File: config.mk
export PLATFORM = sky130hd
export DESIGN_NAME = pmcs_ctrl
export DESIGN_NICKNAME = d
export VERILOG_FILES = /design/src/rtl/pmcs_pkg.sv /design/src/rtl/pmcs_ctrl.sv
export SDC_FILE = /design/constraint.sdc
export NUM_CORES = 1
export LEC_CHECK = 0
export ABC_AREA = 1
export BUFFER_PORTS_ARGS = -buffer_cell sky130_fd_sc_hd__buf_2
export CAP_MARGIN = 20
export CORE_ASPECT_RATIO = 0.7
export CORE_MARGIN = 2
export CORE_UTILIZATION = 50
export CTS_CLUSTER_DIAMETER = 120
export CTS_CLUSTER_SIZE = 8
export DETAILED_ROUTE_END_ITERATION = 8
export PLACE_DENSITY = 0.78
export SKIP_LAST_GASP = 1
export SLEW_MARGIN = 20
export SYNTH_ARGS = -nofsm -noshare
export SYNTH_HDL_FRONTEND = slang
export SYNTH_SLANG_ARGS = --single-unit
File: constraint.sdc
create_clock -name clk -period 2.8 [get_ports clk]
set_input_delay 0.28 -clock clk [delete_from_list [all_inputs] [get_ports clk]]
set_output_delay 0.28 -clock clk [all_outputs]
set_load 0.005 [all_outputs]
File: src/rtl/pmcs_pkg.sv
// Shared types, constants and the sequencer microprogram for the particle
// motion and collision step. Used by pmcs_ctrl, pmcs_dp and the top level.
// Depends on nothing else.
package pmcs_pkg;

  localparam int ANG_BITS = 30;

  localparam logic signed [63:0] Q30_PI      = 64'sd3373259426;
  localparam logic signed [63:0] Q30_HALF_PI = 64'sd1686629713;
  localparam logic signed [63:0] Q30_TWO_PI  = 64'sd6746518852;
  localparam logic signed [63:0] Q30_GAIN    = 64'sd652032874;
  localparam logic signed [63:0] VEC_CLIP    = 64'sd2305843009213693952;
  localparam logic signed [63:0] S64_MAX     = 64'sh7FFF_FFFF_FFFF_FFFF;
  localparam logic signed [63:0] S64_MIN     = 64'sh8000_0000_0000_0000;

  localparam logic signed [63:0] ATAN_TAB [32] = '{
    64'sd843314856, 64'sd497837829, 64'sd263043836, 64'sd133525158,
    64'sd67021686, 64'sd33543515, 64'sd16775850, 64'sd8388437,
    64'sd4194282, 64'sd2097149, 64'sd1048575, 64'sd524287,
    64'sd262143, 64'sd131071, 64'sd65535, 64'sd32767,
    64'sd16383, 64'sd8191, 64'sd4095, 64'sd2047,
    64'sd1023, 64'sd511, 64'sd255, 64'sd127,
    64'sd63, 64'sd31, 64'sd15, 64'sd7,
    64'sd3, 64'sd1, 64'sd0, 64'sd0
  };

  // Request codes.
  localparam logic [1:0] REQ_TICK    = 2'd0;
  localparam logic [1:0] REQ_COLLIDE = 2'd1;
  localparam logic [1:0] REQ_FORCE   = 2'd2;
  localparam logic [1:0] REQ_LOAD    = 2'd3;

  // Configuration register indexes.
  localparam logic [2:0] CFG_TIME_STEP = 3'd0;
  localparam logic [2:0] CFG_MASS      = 3'd1;
  localparam logic [2:0] CFG_RADIUS    = 3'd2;
  localparam logic [2:0] CFG_WIDTH     = 3'd3;
  localparam logic [2:0] CFG_HEIGHT    = 3'd4;

  typedef enum logic [3:0] {
    OP_MOV, OP_ADD, OP_SUB, OP_MULF, OP_MUL30, OP_DIV, OP_VEC, OP_ROT,
    OP_BNCX, OP_BNCY
  } op_t;

  typedef enum logic [4:0] {
    S_ZERO, S_PX, S_PY, S_VX, S_VY,
    S_R0, S_R1, S_R2, S_R3, S_R4, S_R5, S_R6, S_R7,
    S_OX, S_OY, S_SPEED, S_OMASS, S_OANG, S_FORCE, S_LVX, S_LVY,
    S_TS, S_M1, S_GAIN
  } src_t;

  typedef enum logic [3:0] {
    D_NONE, D_PX, D_PY, D_VX, D_VY,
    D_R0, D_R1, D_R2, D_R3, D_R4, D_R5, D_R6, D_R7
  } dst_t;

  typedef struct packed {
    op_t  op;
    src_t sa;
    src_t sb;
    dst_t da;
    dst_t db;
    logic last;
  } uinst_t;

  typedef struct packed {
    logic   capture;
    logic   start;
    uinst_t uinst;
    logic   latch_out;
  } dp_cmd_t;

  typedef struct packed {
    logic done;
  } dp_stat_t;

  // Program entry points.
  localparam logic [5:0] PC_TICK    = 6'd0;
  localparam logic [5:0] PC_LOAD    = 6'd6;
  localparam logic [5:0] PC_FORCE   = 6'd10;
  localparam logic [5:0] PC_COLLIDE = 6'd21;

  function automatic uinst_t mk(op_t op, src_t sa, src_t sb, dst_t da, dst_t db,
                                logic last);
    uinst_t u;
    u.op = op;
    u.sa = sa;
    u.sb = sb;
    u.da = da;
    u.db = db;
    u.last = last;
    return u;
  endfunction

  function automatic uinst_t ucode(logic [5:0] pc);
    uinst_t u;
    case (pc)
      // Tick: move, then bounce off the walls.
      6'd0:  u = mk(OP_MULF,  S_VX,    S_TS,    D_R0, D_NONE, 1'b0);
      6'd1:  u = mk(OP_ADD,   S_PX,    S_R0,    D_PX, D_NONE, 1'b0);
      6'd2:  u = mk(OP_MULF,  S_VY,    S_TS,    D_R0, D_NONE, 1'b0);
      6'd3:  u = mk(OP_ADD,   S_PY,    S_R0,    D_PY, D_NONE, 1'b0);
      6'd4:  u = mk(OP_BNCX,  S_PX,    S_VX,    D_VX, D_NONE, 1'b0);
      6'd5:  u = mk(OP_BNCY,  S_PY,    S_VY,    D_VY, D_NONE, 1'b1);
      // Load.
      6'd6:  u = mk(OP_MOV,   S_OX,    S_ZERO,  D_PX, D_NONE, 1'b0);
      6'd7:  u = mk(OP_MOV,   S_OY,    S_ZERO,  D_PY, D_NONE, 1'b0);
      6'd8:  u = mk(OP_MOV,   S_LVX,   S_ZERO,  D_VX, D_NONE, 1'b0);
      6'd9:  u = mk(OP_MOV,   S_LVY,   S_ZERO,  D_VY, D_NONE, 1'b1);
      // Force toward a point.
      6'd10: u = mk(OP_DIV,   S_FORCE, S_M1,    D_R0, D_NONE, 1'b0);
      6'd11: u = mk(OP_SUB,   S_OX,    S_PX,    D_R1, D_NONE, 1'b0);
      6'd12: u = mk(OP_SUB,   S_OY,    S_PY,    D_R2, D_NONE, 1'b0);
      6'd13: u = mk(OP_VEC,   S_R1,    S_R2,    D_R1, D_NONE, 1'b0);
      6'd14: u = mk(OP_ROT,   S_R1,    S_ZERO,  D_R1, D_R2,   1'b0);
      6'd15: u = mk(OP_MUL30, S_R0,    S_R1,    D_R1, D_NONE, 1'b0);
      6'd16: u = mk(OP_MULF,  S_R1,    S_TS,    D_R1, D_NONE, 1'b0);
      6'd17: u = mk(OP_ADD,   S_VX,    S_R1,    D_VX, D_NONE, 1'b0);
      6'd18: u = mk(OP_MUL30, S_R0,    S_R2,    D_R2, D_NONE, 1'b0);
      6'd19: u = mk(OP_MULF,  S_R2,    S_TS,    D_R2, D_NONE, 1'b0);
      6'd20: u = mk(OP_ADD,   S_VY,    S_R2,    D_VY, D_NONE, 1'b1);
      // Elastic collision.
      6'd21: u = mk(OP_SUB,   S_PX,    S_OX,    D_R0, D_NONE, 1'b0);
      6'd22: u = mk(OP_SUB,   S_PY,    S_OY,    D_R1, D_NONE, 1'b0);
      6'd23: u = mk(OP_VEC,   S_R0,    S_R1,    D_R0, D_NONE, 1'b0);
      6'd24: u = mk(OP_VEC,   S_VX,    S_VY,    D_R2, D_R3,   1'b0);
      6'd25: u = mk(OP_MUL30, S_R3,    S_GAIN,  D_R3, D_NONE, 1'b0);
      6'd26: u = mk(OP_ROT,   S_R0,    S_ZERO,  D_R4, D_R5,   1'b0);
      6'd27: u = mk(OP_SUB,   S_R2,    S_R0,    D_R6, D_NONE, 1'b0);
      6'd28: u = mk(OP_ROT,   S_R6,    S_ZERO,  D_R6, D_R7,   1'b0);
      6'd29: u = mk(OP_SUB,   S_OANG,  S_R0,    D_R2, D_NONE, 1'b0);
      6'd30: u = mk(OP_ROT,   S_R2,    S_ZERO,  D_R2, D_NONE, 1'b0);
      6'd31: u = mk(OP_MUL30, S_R3,    S_R6,    D_R6, D_NONE, 1'b0);
      6'd32: u = mk(OP_SUB,   S_M1,    S_OMASS, D_R1, D_NONE, 1'b0);
      6'd33: u = mk(OP_MULF,  S_R6,    S_R1,    D_R6, D_NONE, 1'b0);
      6'd34: u = mk(OP_ADD,   S_OMASS, S_OMASS, D_R1, D_NONE, 1'b0);
      6'd35: u = mk(OP_MULF,  S_R1,    S_SPEED, D_R1, D_NONE, 1'b0);
      6'd36: u = mk(OP_MUL30, S_R1,    S_R2,    D_R1, D_NONE, 1'b0);
      6'd37: u = mk(OP_ADD,   S_R6,    S_R1,    D_R6, D_NONE, 1'b0);
      6'd38: u = mk(OP_ADD,   S_M1,    S_OMASS, D_R1, D_NONE, 1'b0);
      6'd39: u = mk(OP_DIV,   S_R6,    S_R1,    D_R6, D_NONE, 1'b0);
      6'd40: u = mk(OP_MUL30, S_R3,    S_R7,    D_R7, D_NONE, 1'b0);
      6'd41: u = mk(OP_SUB,   S_ZERO,  S_R5,    D_R0, D_NONE, 1'b0);
      6'd42: u = mk(OP_MUL30, S_R6,    S_R4,    D_R1, D_NONE, 1'b0);
      6'd43: u = mk(OP_MUL30, S_R7,    S_R0,    D_R2, D_NONE, 1'b0);
      6'd44: u = mk(OP_ADD,   S_R1,    S_R2,    D_VX, D_NONE, 1'b0);
      6'd45: u = mk(OP_MUL30, S_R6,    S_R5,    D_R1, D_NONE, 1'b0);
      6'd46: u = mk(OP_MUL30, S_R7,    S_R4,    D_R2, D_NONE, 1'b0);
      6'd47: u = mk(OP_ADD,   S_R1,    S_R2,    D_VY, D_NONE, 1'b1);
      default: u = mk(OP_MOV, S_ZERO,  S_ZERO,  D_NONE, D_NONE, 1'b1);
    endcase
    return u;
  endfunction

  function automatic logic signed [63:0] sat_add(logic signed [63:0] a,
                                                 logic signed [63:0] b);
    logic signed [63:0] s;
    s = a + b;
    if (a[63] == b[63] && s[63] != a[63]) begin
      s = a[63] ? S64_MIN : S64_MAX;
    end
    return s;
  endfunction

  function automatic logic signed [63:0] sat_neg(logic signed [63:0] a);
    return (a == S64_MIN) ? S64_MAX : -a;
  endfunction

  function automatic logic [63:0] mag(logic signed [63:0] v);
    return v[63] ? 64'(-v) : 64'(v);
  endfunction

  // Magnitude and sign back to a signed value, clamped to the 64 bit range.
  function automatic logic signed [63:0] signed_from(logic [63:0] m, logic neg);
    logic [63:0] lim;
    logic [63:0] mc;
    lim = neg ? 64'h8000_0000_0000_0000 : 64'h7FFF_FFFF_FFFF_FFFF;
    mc = (m > lim) ? lim : m;
    return neg ? $signed(-mc) : $signed(mc);
  endfunction

  function automatic logic signed [63:0] clip_vec(logic signed [63:0] v);
    logic signed [63:0] r;
    if (v > VEC_CLIP) begin
      r = VEC_CLIP;
    end else if (v < -VEC_CLIP) begin
      r = -VEC_CLIP;
    end else begin
      r = v;
    end
    return r;
  endfunction

endpackage

File: src/rtl/pmcs_ctrl.sv
// Sequencer for the particle step: walks the microprogram held in pmcs_pkg,
// issues one operation at a time to pmcs_dp and owns both handshakes.
module pmcs_ctrl (
  input  logic                clk,
  input  logic                rst,
  input  logic                in_valid,
  output logic                in_ready,
  input  logic [1:0]          req_type,
  output logic                out_valid,
  input  logic                out_ready,
  output pmcs_pkg::dp_cmd_t   cmd,
  input  pmcs_pkg::dp_stat_t  stat
);

  typedef enum logic [1:0] {C_IDLE, C_ISSUE, C_WAIT, C_OUT} cstate_t;

  cstate_t         state;
  logic [5:0]      pc;
  pmcs_pkg::uinst_t uinst;
  logic            accept;
  logic            out_free;

  assign in_ready = (state == C_IDLE);
  assign accept   = in_valid && in_ready;
  assign out_free = !out_valid || out_ready;
  assign uinst    = pmcs_pkg::ucode(pc);

  always_comb begin
    cmd.capture   = accept;
    cmd.start     = (state == C_ISSUE);
    cmd.uinst     = uinst;
    cmd.latch_out = (state == C_OUT) && out_free;
  end

  always_ff @(posedge clk) begin
    if (rst) begin
      state     <= C_IDLE;
      pc        <= pmcs_pkg::PC_TICK;
      out_valid <= 1'b0;
    end else begin
      if (state == C_OUT && out_free) begin
        out_valid <= 1'b1;
      end else if (out_ready) begin
        out_valid <= 1'b0;
      end
      unique case (state)
        C_IDLE: begin
          if (accept) begin
            unique case (req_type)
              pmcs_pkg::REQ_TICK:    pc <= pmcs_pkg::PC_TICK;
              pmcs_pkg::REQ_COLLIDE: pc <= pmcs_pkg::PC_COLLIDE;
              pmcs_pkg::REQ_FORCE:   pc <= pmcs_pkg::PC_FORCE;
              pmcs_pkg::REQ_LOAD:    pc <= pmcs_pkg::PC_LOAD;
              default:               pc <= pmcs_pkg::PC_TICK;
            endcase
            state <= C_ISSUE;
          end
        end
        C_ISSUE: begin
          state <= C_WAIT;
        end
        C_WAIT: begin
          if (stat.done) begin
            if (uinst.last) begin
              state <= C_OUT;
            end else begin
              pc    <= pc + 6'd1;
              state <= C_ISSUE;
            end
          end
        end
        C_OUT: begin
          if (out_free) begin
            state <= C_IDLE;
          end
        end
        default: state <= C_IDLE;
      endcase
    end
  end

endmodule

==> results.md, run 1 <==
* Outcome: complete, no violations
* # diodes at 0
* Synth Flop Type: dfxtp_1
* Die Span Y at 62.9 microns
* Vias in the first global route at between 2000 and 2500
* Initial DRT Pass Iterations at 7
* Critical path required time at 2990 ps
* Die Wd at 88.1 microns
* DR WL/cell at roughly 15 microns
* DRT Wirelength at roughly 7300 microns
* CP delay by family, top: simple AND/OR/NAND/NOR gates
* Crit Path Category: flip-flop to flip-flop
* Setup crit start: state[1]$_SDFFE_PP0P_
* Clock Tree Root: clkbuf_8
* Boundary Pins at 35
* Placed inst area at around 2700 sq um
* First-pass GRT wire length at 11900 microns
* Max-Cap Viols at 0
* Worst-Margin Slew at 369 ps
* Cts bufs inserted at 5
* Htree depth at 2
* Class of the most critical hold timing path: input pin to flip-flop
* Number of synthesized flops with an enable pin at 0
* Sequential area share after synthesis at 25.9%
* Syn Nets at 405
* Top cells by area, synth: dfxtp_1 (26%), nand2_1 (20%), nand3_1 (13%)
* Clk_lat worst skew at just under 300 ps
* Crit. End Element: flip-flop
* Clk_skew at around 6.2 ps
* Final setup violation count at 0
* Hold_buf cts at 0
* Max frequency at slightly below 400 MHz
* Power Density at 767 nW/um^2
* Fin. max-slew vios at 0
* CP Cell Sequence: inv_1 > nor2_2 > nand2_1 > o21ai_0 > nand2_2 > nand2_1 > nand2_1 > ha_1 > inv_1 > nand2_1 > nand3_1 > nand4_1 > nand3_1 > nand2_1
* Reg-to-Reg Start: state[1]$_SDFFE_PP0P_
* Syn-to-layout area delta at 13.0%
* DP Wirelength at 5450 microns
* GRT Total Usage at 27.3%
* Antenna violations before repair at 0
* Worst reg-to-reg path cell count at 14
* Tcrit/Tclk final at 91.1%
* Core Util, Final at between 50% and 60%
* Synth cell types at 32
* R2r setup slk at 250 ps
* Clock Sinks at 32
* Reg-to-Reg End: uinst[7]$_DFF_P_
* DR DRC count at 0
* Worst EP arrival at 2740 ps
* Critical Path End: uinst[7]$_DFF_P_
* Leakage power total at approximately 0.0015 uW
* Most common cell type on the critical path: nand2_1
* Mean post-synth cell area at 6.35 sq um
* CP startpoint kind: flip-flop
* Hold Worst Slack at 284 ps
* Min-delay src: out_ready
* Total die area at 5540 sq um
* CP peak stage delay at around 450 ps
* Crit path buf inv count at 2
* Tmin final at 2550 ps
* TNS Setup at 0 ps
* Final nets at ~440
* Rows at 21
* Leading area contributor after synthesis: dfxtp_1
* CTS tree: yes
* DRT iter0 DRCs at 445
* Top cell type's share of synthesized area at about a quarter
* ANT nets after route at 0
* Ys async rst share at 0%
* Via/cell ratio at between 5 and 6
* Largest net degree at the start of global routing at 31
* Slew HR at 75.3%
* Initial Util at 51.8%
* Layout cell share with drive strength beyond 1 at approximately a fifth
* Vias at roughly 2800
* Final GP Congestion at around 1.1
* Fillers at about 460
* Core Area at between 4000 and 5000 sq um
* Unrepaired setup endpoints after global routing: false
* Most common library cells after synthesis: nand2_1 (134), nand3_1 (66), dfxtp_1 (32)
* Total power at about 2100 uW
* Final instance area at roughly 2800 sq um
* Post-synthesis register bit count at 32
* Final Hold Fails at 0
* Grt ovf at 0
* Mapped cell area at 2480 sq um
* Worst VDD drop at 0.000307 V
* Critical path depth in cells at 14
* Syn Inst Count at 390
* Clock-pin slew on the worst setup and hold paths at roughly 70 ps
* Max Root-Sink Buffers at 2
* Yosys Warn Count at 0
* Worst path slowest cell: dfxtp_2
* Crit path max fanout at 8
* Number of port buffers at 34
* Most frequent cell after synthesis: nand2_1
[sequential cells by signal, indices dropped and copies added (netlist names)]
register / count
state: 2
uinst: 23
pc: 6
out_valid: 1
[report_power, final]
group	leakage, uW	internal (uW)	switching, uW
sequential	0.000265	575	52.3
combinational	0.00115	369	710
clock	0.0000552	264	179
[how the worst min path moves through the flow]
stage / to / depth (start not counted) / slack (ps)
2_1_floorplan: out_valid$_SDFFE_PP0P_ / 3 / 470
3_3_place_gp: out_valid$_SDFFE_PP0P_ / 2 / 490
3_5_place_dp: out_valid$_SDFFE_PP0P_ / 2 / 490
4_1_cts: out_valid$_SDFFE_PP0P_ / 2 / 280
5_1_grt: state[0]$_SDFFE_PP0P_ / 2 / 300
6_report: out_valid$_SDFFE_PP0P_ / 4 / 280
[routing by layer]
| layer | share of wire, % | up-vias | track usage, % |
|---|---|---|---|
| met5 | 0 | - | 0 |
| met4 | 2.1 | 0 | 7.58 |
| met3 | 15 | 34 | 12.4 |
| met2 | 39 | 218 | 36.0 |
| met1 | 44 | 1194 | 39.5 |
| li1 | - | 1351 | - |
[cell families (layout without fill, tap and decap cells)]
logic type,after synthesis,count (layout),share of synthesized area [%]
flip-flops,32,32,25.9
adder cells (fa/ha/maj),8,8,4.04
buffers and inverters,53,88,11.0
AO/OA/AOI/OAI,39,39,9.70
AND/OR/NAND/NOR,258,258,49.4
[repair_timing]
| item | in CTS | in global routing |
|---|---|---|
| setup buffers | 0 | 0 |
| endpoints found under the setup margin | 0 | 8 |
| gates resized for setup | 0 | 1 |
[final cells by class]
| class | count | area (sq um) | area share, % |
|---|---|---|---|
| inverter | 35 | 134 | 4.78 |
| tap | 69 | 86.3 | 3.08 |
| clock inverter | 2 | 35.0 | 1.25 |
| clock buffer | 6 | 72.6 | 2.59 |
| multi-input combinational | 305 | 1570 | 55.9 |
| timing repair buffer | 45 | 265 | 9.47 |
| sequential | 32 | 642 | 22.9 |
[layout by cell type, fill, tap and decap left out, types with 2 or more instances in the layout]
cell / synthesis / layout
nor2_2: 4 / 4
o21ai_2: 2 / 2
a21oi_1: 13 / 13
buf_4: 5 / 10
nand2_4: 3 / 3
nand3_1: 66 / 66
buf_2: 5 / 34
o21ai_1: 8 / 8
o21ai_0: 5 / 5
nor2_1: 21 / 21
nand2_2: 6 / 6
inv_1: 30 / 30
nand3_4: 3 / 3
nand4_1: 13 / 13
o211ai_1: 4 / 4
inv_2: 4 / 4
ha_1: 8 / 8
nand3_2: 3 / 3
nand2_1: 134 / 134
dfxtp_1: 32 / 31
a211oi_1: 2 / 2
clkbuf_8: 0 / 5
nand3b_1: 2 / 2
a21oi_2: 2 / 2
[stage by stage]
step / instances / setup WS [ps]
after floorplan: 390 / 662
after CTS: 494 / 206
after global placement: 486 / 283
after global routing: 494 / 63.2
final: 494 / 250
after detailed placement: 486 / 266
[worst reg2reg max path, stage by stage (launching register included)]
cell,delay (ps)
dfxtp_2,450
inv_1,80
nor2_2,250
nand2_1,80
o21ai_0,110
nand2_2,120
nand2_1,100
nand2_1,170
ha_1,290
inv_1,200
nand2_1,150
nand3_1,170
nand4_1,130
nand3_1,110
nand2_1,50
Power figures use the tool's default switching activity.
==> run 2: changes to the inputs <==
CORE_UTILIZATION = 55   (was 50)
PLACE_DENSITY = 0.84   (was 0.78)
==> results.md, run 2 (synthesis results as in run 1) <==
* Outcome: complete, no violations
* Htree depth at 2 (unchanged)
* Largest net degree at the start of global routing at 40 (+29%)
* Placed inst area at 2670 sq um (-0.93%)
* Hold_buf cts at 0 (unchanged)
* CP peak stage delay at 460 ps (about the same)
* Grt ovf at 0 (unchanged)
* Reg-to-Reg Start: state[1]$_SDFFE_PP0P_
* CP delay by family, top: simple AND/OR/NAND/NOR gates
* First-pass GRT wire length at 12200 microns (+2.2%)
* DRT iter0 DRCs at 429 (-3.6%)
* Die Wd at 84.2 microns (-4.4%)
* CP startpoint kind: flip-flop
* Final setup violation count at 0 (unchanged)
* CTS tree: yes
* Class of the most critical hold timing path: input pin to flip-flop
* Clk_lat worst skew at 290 ps (about the same)
* Final Hold Fails at 0 (unchanged)
* Vias at 2809 (+0.43%)
* Worst VDD drop at 0.000473 V (+54%)
* Worst EP arrival at 2690 ps (-50 ps)
* Total power at 2170 uW (+1.1%)
* Clock Sinks at 32 (unchanged)
* Crit Path Category: flip-flop to flip-flop
* Post-CTS setup buffers at 0 (unchanged)
* Initial Util at 57.2% (+5.4 points)
* Hold path depth at 4 (unchanged)
* GRT Total Usage at 30.9% (+3.7 points)
* Commonest non-fill, non-tap cells in the layout: nand2_1 (134), nand3_1 (66), buf_2 (34), dfxtp_1 (31), inv_1 (30)
* Number of port buffers at 34 (unchanged)
* Internal cell power at 1210 uW (+0.48%)
* Setup crit start: state[1]$_SDFFE_PP0P_
* Initial DRT Pass Iterations at 5 (-2)
* Unrepaired setup endpoints after global routing: false
* Worst-Margin Slew at 387 ps (+18.2 ps)
* Place WS at 153 ps (-113 ps)
* Critical path required time at 2980 ps (about the same)
* Core Area at 4330 sq um (-9.5%)
* Power Density at 776 nW/um^2 (+1.1%)
* ANT nets after route at 0 (unchanged)
* Final GP Congestion at 0.964 (-9.4%)
* Setup WS post-layout at 292 ps (+41.9 ps)
* Syn-to-layout area delta at 13.0% (about the same)
* Gate power share at 50.4% (+0.2 points)
* Leakage power total at 0.00147 uW (about the same)
* Min-delay src: out_ready
* Final instance area at 2800 sq um (about the same)
* Clock share of power at 20.7% (about the same)
* Crit path max fanout at 8 (unchanged)
* R2r setup slk at 290 ps (+40 ps)
* Commonest non-fill, non-tap cell in the layout: nand2_1
* # diodes at 0 (unchanged)
* Sw Ratio at 44.1% (+0.34 points)
* Max frequency at 399 MHz (+1.7%)
* Die Span Y at 60.2 microns (-4.4%)
* Crit. End Element: flip-flop
* Tmin final at 2510 ps (-41.9 ps)
* Clock-pin slew on the worst setup and hold paths at 70 ps (about the same)
* Clock Tree Root: clkbuf_8
* DR DRC count at 0 (unchanged)
* Layout cell share with drive strength beyond 1 at 20.0% (+0.28 points)
* Antenna violations before repair at 0 (unchanged)
* Max Root-Sink Buffers at 2 (unchanged)
* DP Wirelength at 5510 microns (+1.0%)
* Flop pwr share at 29.0% (-0.2 points)
* Final nets at 438 (-0.23%)
* Max-Cap Viols at 0 (unchanged)
* Fin. max-slew vios at 0 (unchanged)
* Cts bufs inserted at 5 (unchanged)
* Slew HR at 74.2% (-1.2 points)
* Post-cts sizing count at 0 (unchanged)
* Max reg flops at 23 (unchanged)
* CP Cell Sequence: inv_1 > nor2_2 > nand2_1 > o21ai_0 > nand2_2 > a21oi_4 > ha_4 > nand4_1 > nand2_1 > nand2_1 > nand3_1 > nand2_1
* Reg-to-Reg End: uinst[21]$_DFF_P_
* TNS Setup at 0 ps (unchanged)
* Tcrit/Tclk final at 89.6% (-1.5 points)
* Clk_skew at 7.37 ps (+1.13 ps)
* DRT Wirelength at 7580 microns (+4.2%)
* Hold-critical path endpoint: out_valid$_SDFFE_PP0P_
* Vias in the first global route at 2467 (-0.68%)
* Most common cell type on the critical path: nand2_1
* DR WL/cell at 15.8 microns (+7.4%)
* Via/cell ratio at 5.86 (+3.6%)
* Rows at 20 (-4.8%)
* Worst path slowest cell: dfxtp_2
* Net Switching at 959 uW (+1.9%)
* Total die area at 5070 sq um (-8.6%)
* Worst reg-to-reg path cell count at 12 (-2)
* Boundary Pins at 35 (unchanged)
* Crit path buf inv count at 1 (-1)
[run 2: changes by cell type in the layout (fill, tap and decap cells not counted)]
cell        before  now
buf_4           10    9
clkbuf_1         1    0
clkinvlp_4       0    1
ha_1             8    7
ha_4             0    1
nand3_2          3    2
nand3_4          3    4
[run 2: power groups by stage]
| stage | Clock, uW | Sequential [uW] | Combinational, uW |
|---|---|---|---|
| floorplan | 0 | 644 | 754 |
| global placement | 0 | 636 | 1050 |
| detailed placement | 0 | 638 | 1040 |
| CTS | 450 | 629 | 1050 |
| global route | 469 | 640 | 1200 |
| finish | 449 | 629 | 1090 |
[run 2: worst max-delay path by stage]
| stage | endpoint | slack, ps | depth (start not counted) |
|---|---|---|---|
| floorplan | uinst[17]$_DFF_P_ | 660 | 13 |
| global placement | uinst[12]$_DFF_P_ | 100 | 13 |
| finish | uinst[21]$_DFF_P_ | 290 | 12 |
| CTS | uinst[12]$_DFF_P_ | 130 | 13 |
| detailed placement | uinst[12]$_DFF_P_ | 150 | 13 |
| global route | uinst[7]$_DFF_P_ | 50 | 14 |
[run 2: area by class of cell]
class	count	area, sq um
clock buffers	5	68.8
clock inverters	3	42.5
fillers	396	1530
inverters	35	134
multi-input cells	305	1590
flip-flops and latches	32	642
well taps	55	68.8
repair buffers	44	258
[run 2: per-layer routing]
metal | routed length (microns) | up-vias | share of wire (%) | global-route usage [%]
li1 | - | 1345 | - | -
met1 | 3490 | 1250 | 46 | 44.5
met2 | 3050 | 200 | 40 | 46.9
met3 | 941 | 14 | 12 | 7.18
met4 | 91 | 0 | 1.2 | 7.60
met5 | 0 | - | 0 | 0
[run 2: worst reg2reg max path, stage by stage, from the launching register on]
cell and delay [ps]:
dfxtp_2 460, inv_1 80, nor2_2 250, nand2_1 100, o21ai_0 120, nand2_2 120
a21oi_4 300, ha_4 230, nand4_1 250, nand2_1 140, nand2_1 90, nand3_1 180
nand2_1 70
[run 2: metrics by stage]
stage	util, %	instances	hold WS (ps)
4_1_cts	64.2	479	277
2_1_floorplan	-	390	474
3_5_place_dp	61.6	471	492
6_report	64.7	479	280
3_3_place_gp	61.6	471	482
5_1_grt	64.7	479	305
==> run 3: changes to the inputs <==
BUFFER_PORTS_ARGS = not set   (was -buffer_cell sky130_fd_sc_hd__buf_2)
DONT_BUFFER_PORTS = 1   (was not set)
PLACE_DENSITY = 0.77   (was 0.84)
==> results.md, run 3 (synthesis results as in run 1) <==
* Die Wd at 84.2 microns (unchanged)
* Tcrit/Tclk final at 89.6% (about the same)
* First-pass GRT wire length at 11800 microns (-3.4%)
* Unrepaired setup endpoints after global routing: false
* Total die area at 5070 sq um (unchanged)
* Via/cell ratio at 6.13 (+4.5%)
* Clock-pin slew on the worst setup and hold paths at 70 ps (about the same)
* Final setup violation count at 0 (unchanged)
* Die Span Y at 60.2 microns (unchanged)
* Tmin final at 2510 ps (+2.20 ps)
* Sw Ratio at 44.7% (+0.60 points)
* Largest net degree at the start of global routing at 31 (-23%)
* Rows at 20 (unchanged)
* Clk_skew at 6.05 ps (-1.31 ps)
* Internal cell power at 1140 uW (-6.1%)
* Total power at 2060 uW (-5.1%)
* Antenna violations before repair at 0 (unchanged)
* Worst-Margin Slew at 390 ps (+2.08 ps)
* Gate power share at 46.6% (-3.8 points)
* Power Density at 793 nW/um^2 (+2.2%)
* Number of port buffers at 0 (-100%)
* Setup WS post-layout at 290 ps (-2.20 ps)
* # diodes at 0 (unchanged)
* Layout cell share with drive strength beyond 1 at 12.6% (-7.5 points)
* Boundary Pins at 35 (unchanged)
* Final Hold Fails at 0 (unchanged)
* Slew HR at 74.0% (-0.20 points)
* Net Switching at 922 uW (-3.8%)
* Final GP Congestion at 1.06 (+9.5%)
* Max-Cap Viols at 0 (unchanged)
* DR DRC count at 0 (unchanged)
* Flop pwr share at 32.0% (+3.0 points)
* Fin. max-slew vios at 0 (unchanged)
* Critical path required time at 3030 ps (+50 ps)
* Initial DRT Pass Iterations at 5 (unchanged)
* Htree depth at 2 (unchanged)
* Final nets at 403 (-8.0%)
* ANT nets after route at 0 (unchanged)
* Grt ovf at 0 (unchanged)
* Core Area at 4330 sq um (unchanged)
* Clock Sinks at 32 (unchanged)
* Outcome: complete, no violations
* Vias at 2720 (-3.2%)
* Leakage power total at 0.00131 uW (-11%)
* TNS Setup at 0 ps (unchanged)
* Crit path max fanout at 13 (+5)
* Worst VDD drop at 0.000407 V (-14%)
* Worst EP arrival at 2740 ps (+50 ps)
* Initial Util at 57.2% (unchanged)
* CTS tree: yes
* Fillers at 419 (+5.8%)
* Class of the most critical hold timing path: input pin to flip-flop
* CP startpoint kind: flip-flop
* GRT Total Usage at 30.0% (-0.93 points)
* Hold path depth at 1 (-3)
* Cts bufs inserted at 5 (unchanged)
* DRT Wirelength at 7320 microns (-3.4%)
* Commonest non-fill, non-tap cells in the layout: nand2_1 (134), nand3_1 (66), dfxtp_1 (31), inv_1 (30), nor2_1 (21)
* Max reg flops at 23 (unchanged)
* Syn-to-layout area delta at 4.95%
* Max frequency at 398 MHz (about the same)
* Worst reg-to-reg path cell count at 13 (+1)
* Commonest non-fill, non-tap cell in the layout: nand2_1
* Vias in the first global route at 2317 (-6.1%)
* Place WS at 107 ps (-45.5 ps)
* DRT iter0 DRCs at 472 (+10%)
* Crit. End Element: flip-flop
* Max Root-Sink Buffers at 2 (unchanged)
* Clk_lat worst skew at 290 ps (about the same)
* DR WL/cell at 16.5 microns (+4.2%)
* DP Wirelength at 5370 microns (-2.5%)
* Crit Path Category: flip-flop to flip-flop
* Clock Tree Root: clkbuf_8
* Clock share of power at 21.4% (+0.7 points)
## run 3: power by group through the flow
stage                     sequential [uW]  clock, uW  combinational, uW
final                                 660        441                961
after global routing                  675        465               1060
after detailed placement              669          0                916
after CTS                             660        445                921
after global placement                667          0                922
after floorplan                       644          0                754
## run 3: area by class of cell
| type | instances | area (sq um) | share of cell area [%] |
|---|---|---|---|
| repair buffers | 9 | 80.1 | 3.08 |
| clock buffers | 6 | 72.6 | 2.79 |
| multi-input cells | 305 | 1570 | 60.3 |
| clock inverters | 2 | 35.0 | 1.35 |
| flip-flops and latches | 32 | 642 | 24.7 |
| inverters | 35 | 134 | 5.15 |
| well taps | 55 | 68.8 | 2.65 |
## run 3: critical path, stage by stage (launching register included)
cell and delay [ps]:
dfxtp_1 400, inv_2 130, nand2_1 100, o21ai_0 130, nand2_1 120, nand2_1 100
nand3_2 250, ha_2 510, inv_1 100, nand2_1 170, nand2_1 140, o21ai_1 180
nand2_1 70, nand3_1 70
## run 3: repair_timing
| item | CTS | global route |
|---|---|---|
| setup endpoints to repair | 0 | 12 |
| hold buffers | 0 | 0 |
| setup buffers | 0 | 1 |
| gates resized for setup | 0 | 2 |
## run 3: metal layers
metal	GRT usage (%)	share of wire, %
met5	0	0
met4	10.1	1.9
met3	5.39	13
met2	42.6	40
met1	45.3	45
## run 3: stage by stage
stage / hold WS (ps) / cell area (sq um) / util, % / instances
final: 49.8 / 2600 / 60.1 / 444
after global routing: 57.7 / 2600 / 60.1 / 444
after CTS: 49.2 / 2590 / 59.8 / 443
after detailed placement: 352 / 2480 / 57.3 / 435
after global placement: 351 / 2480 / 57.3 / 435
after floorplan: 474 / 2480 / - / 390
## run 3: path summary, 6_finish.rpt
path / start / endpoint / slack, ps
hold reg to reg: out_valid$_SDFFE_PP0P_ / out_valid$_SDFFE_PP0P_ / 520
setup reg to reg: state[0]$_SDFFE_PP0P_ / uinst[15]$_DFF_P_ / 290
setup / recovery: state[0]$_SDFFE_PP0P_ / uinst[15]$_DFF_P_ / 290
hold / removal: rst / out_valid$_SDFFE_PP0P_ / 50
